===== src/hw/rtl/udec_pkg.sv =====
// Shared types and byte-class constants for the UTF-8 stream decoder.
`timescale 1ns / 1ps
package udec_pkg;

  localparam int unsigned BYTE_W = 8;
  localparam int unsigned CP_W   = 22;
  localparam int unsigned OUT_TDATA_W = 24;

  localparam logic [BYTE_W-1:0] ASCII_LIMIT  = 8'h80;
  localparam logic [BYTE_W-1:0] LEAD3_LIMIT  = 8'hE0;
  localparam logic [BYTE_W-1:0] LEAD4_LIMIT  = 8'hF0;
  localparam logic [BYTE_W-1:0] LEAD2_MASK   = 8'h3F;
  localparam logic [BYTE_W-1:0] LEAD3_MASK   = 8'h1F;
  localparam logic [BYTE_W-1:0] LEAD4_MASK   = 8'h0F;
  localparam logic [BYTE_W-1:0] CONT_MASK    = 8'h7F;

  // Following bytes still expected.
  typedef enum logic [1:0] {
    LEFT_NONE  = 2'd0,
    LEFT_ONE   = 2'd1,
    LEFT_TWO   = 2'd2,
    LEFT_THREE = 2'd3
  } left_t;

  // Result of one byte step, handed from the core to the output stage.
  typedef struct packed {
    logic            emit;
    logic [CP_W-1:0] code_point;
  } step_t;

endpackage


===== src/hw/rtl/udec_core.sv =====
// Sequence state and the one-byte decode step.
`timescale 1ns / 1ps
module udec_core (
  input  logic                          clk,
  input  logic                          rst_n,
  input  logic                          step_en,
  input  logic [udec_pkg::BYTE_W-1:0]   data_byte,
  output udec_pkg::step_t               step
);

  udec_pkg::left_t              left_r, left_nxt;
  logic [udec_pkg::CP_W-1:0]    acc_r, acc_nxt;
  logic [udec_pkg::CP_W-1:0]    acc_shift;
  logic [udec_pkg::BYTE_W-1:0]  cont_bits;

  assign cont_bits = data_byte & udec_pkg::CONT_MASK;
  assign acc_shift = {acc_r[udec_pkg::CP_W-7:0], 6'b0}
                   | {{(udec_pkg::CP_W-udec_pkg::BYTE_W){1'b0}}, cont_bits};

  always_comb begin
    left_nxt        = left_r;
    acc_nxt         = acc_r;
    step.emit       = 1'b0;
    step.code_point = acc_shift;
    case (left_r)
      udec_pkg::LEFT_NONE: begin
        step.code_point = {{(udec_pkg::CP_W-udec_pkg::BYTE_W){1'b0}}, data_byte};
        if (data_byte < udec_pkg::ASCII_LIMIT) begin
          step.emit = 1'b1;
        end else if (data_byte < udec_pkg::LEAD3_LIMIT) begin
          acc_nxt  = {{(udec_pkg::CP_W-udec_pkg::BYTE_W){1'b0}},
                      data_byte & udec_pkg::LEAD2_MASK};
          left_nxt = udec_pkg::LEFT_ONE;
        end else if (data_byte < udec_pkg::LEAD4_LIMIT) begin
          acc_nxt  = {{(udec_pkg::CP_W-udec_pkg::BYTE_W){1'b0}},
                      data_byte & udec_pkg::LEAD3_MASK};
          left_nxt = udec_pkg::LEFT_TWO;
        end else begin
          acc_nxt  = {{(udec_pkg::CP_W-udec_pkg::BYTE_W){1'b0}},
                      data_byte & udec_pkg::LEAD4_MASK};
          left_nxt = udec_pkg::LEFT_THREE;
        end
      end
      udec_pkg::LEFT_ONE: begin
        // last continuation: emit and clear
        step.emit = 1'b1;
        acc_nxt   = '0;
        left_nxt  = udec_pkg::LEFT_NONE;
      end
      udec_pkg::LEFT_TWO: begin
        acc_nxt  = acc_shift;
        left_nxt = udec_pkg::LEFT_ONE;
      end
      udec_pkg::LEFT_THREE: begin
        acc_nxt  = acc_shift;
        left_nxt = udec_pkg::LEFT_TWO;
      end
      default: begin
        left_nxt = udec_pkg::LEFT_NONE;
        acc_nxt  = '0;
      end
    endcase
  end

  always_ff @(posedge clk) begin
    if (!rst_n) begin
      left_r <= udec_pkg::LEFT_NONE;
      acc_r  <= '0;
    end else if (step_en) begin
      left_r <= left_nxt;
      acc_r  <= acc_nxt;
    end
  end

endmodule


===== src/hw/rtl/utf8_stream_decoder_top.sv =====
// Top level: UTF-8 byte stream in, code points out through a skid-buffered output.
// A code point is registered in out_cp_r, or in skid_cp_r while the consumer stalls.
// Throughput: one byte per cycle; in_tready drops only when both output slots hold
// results, which happens only while the consumer stalls.
// Reset (rst_n low, synchronous): drops any pending sequence and empties the output.
`timescale 1ns / 1ps
module utf8_stream_decoder_top (
  input  logic                                 clk,
  input  logic                                 rst_n,
  input  logic                                 in_tvalid,
  output logic                                 in_tready,
  input  logic [udec_pkg::BYTE_W-1:0]          in_tdata,   // [7:0] data_byte
  output logic                                 out_tvalid,
  input  logic                                 out_tready,
  output logic [udec_pkg::OUT_TDATA_W-1:0]     out_tdata   // [21:0] code_point, [23:22] zero
);

  udec_pkg::step_t             step;
  logic                        in_xfer;
  logic                        push;
  logic                        pop;
  logic                        out_valid_r;
  logic [udec_pkg::CP_W-1:0]   out_cp_r;
  logic                        skid_valid_r;
  logic [udec_pkg::CP_W-1:0]   skid_cp_r;

  assign in_tready = !skid_valid_r;
  assign in_xfer   = in_tvalid && in_tready;
  assign push      = in_xfer && step.emit;
  assign pop       = out_valid_r && out_tready;

  udec_core u_core (
    .clk       (clk),
    .rst_n     (rst_n),
    .step_en   (in_xfer),
    .data_byte (in_tdata),
    .step      (step)
  );

  always_ff @(posedge clk) begin
    if (!rst_n) begin
      out_valid_r  <= 1'b0;
      skid_valid_r <= 1'b0;
    end else if (skid_valid_r) begin
      // input is stalled; refill from the skid slot on transfer
      if (pop) begin
        out_cp_r     <= skid_cp_r;
        skid_valid_r <= 1'b0;
      end
    end else if (push) begin
      if (!out_valid_r || pop) begin
        out_cp_r    <= step.code_point;
        out_valid_r <= 1'b1;
      end else begin
        skid_cp_r    <= step.code_point;
        skid_valid_r <= 1'b1;
      end
    end else if (pop) begin
      out_valid_r <= 1'b0;
    end
  end

  assign out_tvalid = out_valid_r;
  assign out_tdata  = {{(udec_pkg::OUT_TDATA_W-udec_pkg::CP_W){1'b0}}, out_cp_r};

endmodule


===== config.mk =====
export PLATFORM = sky130hd
export DESIGN_NAME = utf8_stream_decoder_top
export DESIGN_NICKNAME = d
export VERILOG_FILES = /design/src/hw/rtl/udec_pkg.sv /design/src/hw/rtl/udec_core.sv /design/src/hw/rtl/utf8_stream_decoder_top.sv
export SDC_FILE = /design/constraint.sdc
export NUM_CORES = 1
export LEC_CHECK = 0
export BUFFER_PORTS_ARGS = -buffer_cell sky130_fd_sc_hd__buf_2
export CAP_MARGIN = 0
export CORE_ASPECT_RATIO = 0.75
export CORE_MARGIN = 4
export CORE_UTILIZATION = 56
export DETAILED_ROUTE_END_ITERATION = 16
export PLACE_DENSITY = 0.78
export RECOVER_POWER = 25
export SLEW_MARGIN = 5
export SYNTH_ARGS = -nofsm -noshare
export SYNTH_HDL_FRONTEND = slang
export SYNTH_SLANG_ARGS = --single-unit

===== constraint.sdc =====
create_clock -name clk -period 4.5 [get_ports clk]
set_input_delay 0.675 -clock clk [delete_from_list [all_inputs] [get_ports clk]]
set_output_delay 0.675 -clock clk [all_outputs]
set_load 0.005 [all_outputs]

==> key figures <==
Yosys
  • Number of synthesized flops with an enable pin: 44
  • Most used flip-flop cell after synthesis: edfxtp_1
  • Fraction of the yosys area taken by sequential cells: 65.1%
  • Proportion of register bits with asynchronous set or reset after synthesis: 0%
  • Dominant cells by area after synthesis: edfxtp_1, dfxtp_1, mux2_2
  • Post-synthesis cell area: 2640 sq um
  • Cell taking the most area after synthesis: edfxtp_1
  • Number of storage elements in the synthesis netlist: 64
  • Yosys warning total: 0
  • Post-synth cell types: 34
  • Most repeated cell in the gate-level netlist after synthesis: edfxtp_1
  • Post-Syn Instances: 195
  • Portion of synthesized cell area occupied by the leading cell type: 50.0%
  • Average instance area after synthesis: 13.6 sq um
  • Most instantiated cells after synthesis: edfxtp_1, mux2_2, dfxtp_1

Routing
  • Average wire per standard cell: 15.0 um
  • Via total after detailed routing: 1613
  • Total length of routed wires: 4.39 mm
  • Initial DRC count: 83
  • First-pass iteration count of the detailed router: 4
  • Routed vias/inst: 5.51
  • Number of antenna-violating nets in the routed design: 0
  • Count of unresolved DRC violations after routing: 0

Clock tree
  • Number of buffers inserted by hold repair at cts: 0
  • Count of H-tree levels built during CTS: 3
  • Bufs on Longest Clock Path: 2
  • CTS tree: yes
  • Clock net sink count: 64
  • Number of buffers inserted during clock tree synthesis: 9
  • Post-CTS Resized: 0
  • CTS root buf: clkbuf_8
  • Post-CTS Setup Bufs: 0
  • Clock transition time at the flip-flop clock pins of the worst setup and hold paths: 0.06 ns
  • Clock insertion delay at the later pin of the skew report: 0.33 ns

Power and ir drop
  • Max VDD drop: 0.370 mV
  • PwrDens: 395 nW/um^2
  • Leakage Power: 1.10 nW

Cells and area
  • Area Overhead vs Synth: 13.4%
  • Design area: 3000 sq um
  • Antenna diode count: 0
  • Fraction of layout instances using a drive strength above 1: 29.7%
  • FILL cells: 346
  • Number of nets at the end of the flow: 243

Timing
  • RSZ-0062 raised after global routing: false
  • Clock Skews: 0.00831 ns
  • Worst slew margin relative to its limit: 23.3%
  • Minimum period implied by the final worst setup slack: 2.77 ns
  • Worst-margin pin slew: 1.14 ns
  • Setup TNS Final: 0 ns
  • Number of pins exceeding their max-slew limit in the final report: 0
  • Fmax: 0.361 GHz
  • Hold Vio Cnt, Final: 0
  • Final period utilization: 61.6%
  • Final count of negative-setup-slack endpoints: 0

Global route
  • First-pass GRT wire length: 7.24 mm
  • Total routing usage reported by global routing: 17.0%
  • Number of antenna violations at the first check in global routing: 0
  • Maximum number of pins on one net before global-route repair: 30
  • Sum of overflow across all layers after global routing: 0
  • Number of global-route vias before repair: 1486

Run status
  • Result of the run: finished, final reports clean

Critical path
  • Setup crit end kind: flip-flop
  • Arrival @ worst endpoint: 2.80 ns
  • Critical Path Fanout Max: 18
  • Startpoint kind of the worst setup timing path: flip-flop
  • CP Data Required Time: 4.53 ns
  • Reg2reg setup slack: 1.73 ns
  • Category of the critical setup timing path: reg2reg

Die
  • Placement Rows: 21
  • Die extent in x: 87.3 um
  • Starting utilization of the core area: 58.5%
  • Total I/O pin count: 38
  • Core region area: 4520 sq um
  • Die area: 5900 sq um
  • Die height: 67.5 um

Placed design
  • DPL Wire Length: 2.89 mm
  • Number of port buffers: 35
  • Routability Congestion: 0.863
  • Dpl cell area: 2840 sq um

Hold path
  • Hold Crit Class: reg2reg

Flow run
  • Max Cap Viol: 0
## worst max-delay path, cell delays in order (launching register included)
cell and delay [ns]:
dfxtp_1 0.45, nand2b_1 0.48, or4b_4 0.63, nor2_1 0.56
buf_4 0.35
## cell usage in the layout, fill, tap and decap left out, types with 2 or more instances in the layout
cell type	netlist	layout
mux2i_1	5	5
a21o_1	2	2
nor2_1	2	2
nand3_1	8	8
nor3_1	2	2
mux2_4	2	2
nand2_1	19	19
nand2b_1	3	3
o21ai_0	14	14
clkbuf_8	0	10
conb_1	1	2
mux2_2	21	21
buf_2	4	26
a21boi_0	11	10
buf_4	2	2
clkbuf_1	5	12
and2_0	0	12
dfxtp_1	20	20
edfxtp_1	44	44
## cells by family (layout without fill, tap and decap cells)
kind of cell           count (synthesis)  count (layout)  synth area share [%]
AO/OA/AOI/OAI                         31              31                  7.48
buffers and inverters                 15              55                  3.17
flip-flops                            64              64                  65.1
multiplexers                          28              28                  12.0
other                                  1               2                 0.142
AND/OR/NAND/NOR                       56              56                  12.1
## path summary, 6_finish.rpt
path                                  end                         start  depth (start not counted)
max reg2reg        skid_cp_r[9]$_DFFE_PP_       skid_valid_r$_SDFF_PN0_                          4
max                skid_cp_r[9]$_DFFE_PP_       skid_valid_r$_SDFF_PN0_                          4
min reg2reg  u_core.acc_r[0]$_SDFFE_PN0P_  u_core.acc_r[0]$_SDFFE_PN0P_                          2
min          u_core.acc_r[0]$_SDFFE_PN0P_  u_core.acc_r[0]$_SDFFE_PN0P_                          2
## metrics by stage
step / utilization, % / cells / hold slack [ns] / power, mW / worst slack, ns
finish: 66.3 / 293 / 0.480 / 1.18 / 1.73
global route: 66.3 / 293 / 0.512 / 1.23 / 1.51
CTS: 67.0 / 293 / 0.482 / 1.19 / 1.71
detailed placement: 62.8 / 277 / 0.473 / 0.726 / 1.55
global placement: 62.8 / 277 / 0.465 / 0.725 / 1.61
floorplan: - / 196 / 0.444 / 0.706 / 1.08
## where the power goes
part,total (mW),switching (mW),internal [mW]
registers,0.648,0.00750,0.641
logic,0.0640,0.0374,0.0267
clock network,0.470,0.200,0.271
total,1.18,0.245,0.938
## state kept, by name (all words and copies together), names as in the netlist
| name | count |
|---|---|
| out_cp_r | 22 |
| out_tvalid | 1 |
| skid_cp_r | 22 |
| skid_valid_r | 1 |
| u_core.acc_r | 16 |
| u_core.left_r | 2 |
## routing by layer
layer	global-route usage [%]	share of wire, %
met4	7.85	2.3
met3	8.54	7.8
met2	23.7	44
met5	0	0
met1	22.2	46
## area by class of cell
type	count	area [sq um]	share of cell area (%)
inverter	2	7.51	0.250
timing repair buffer	37	179	5.97
clock inverter	3	42.5	1.42
clock buffer	13	149	4.97
multi-input combinational	117	827	27.6
sequential	64	1720	57.4
tap	57	71.3	2.38
Power figures use the tool's default switching activity.
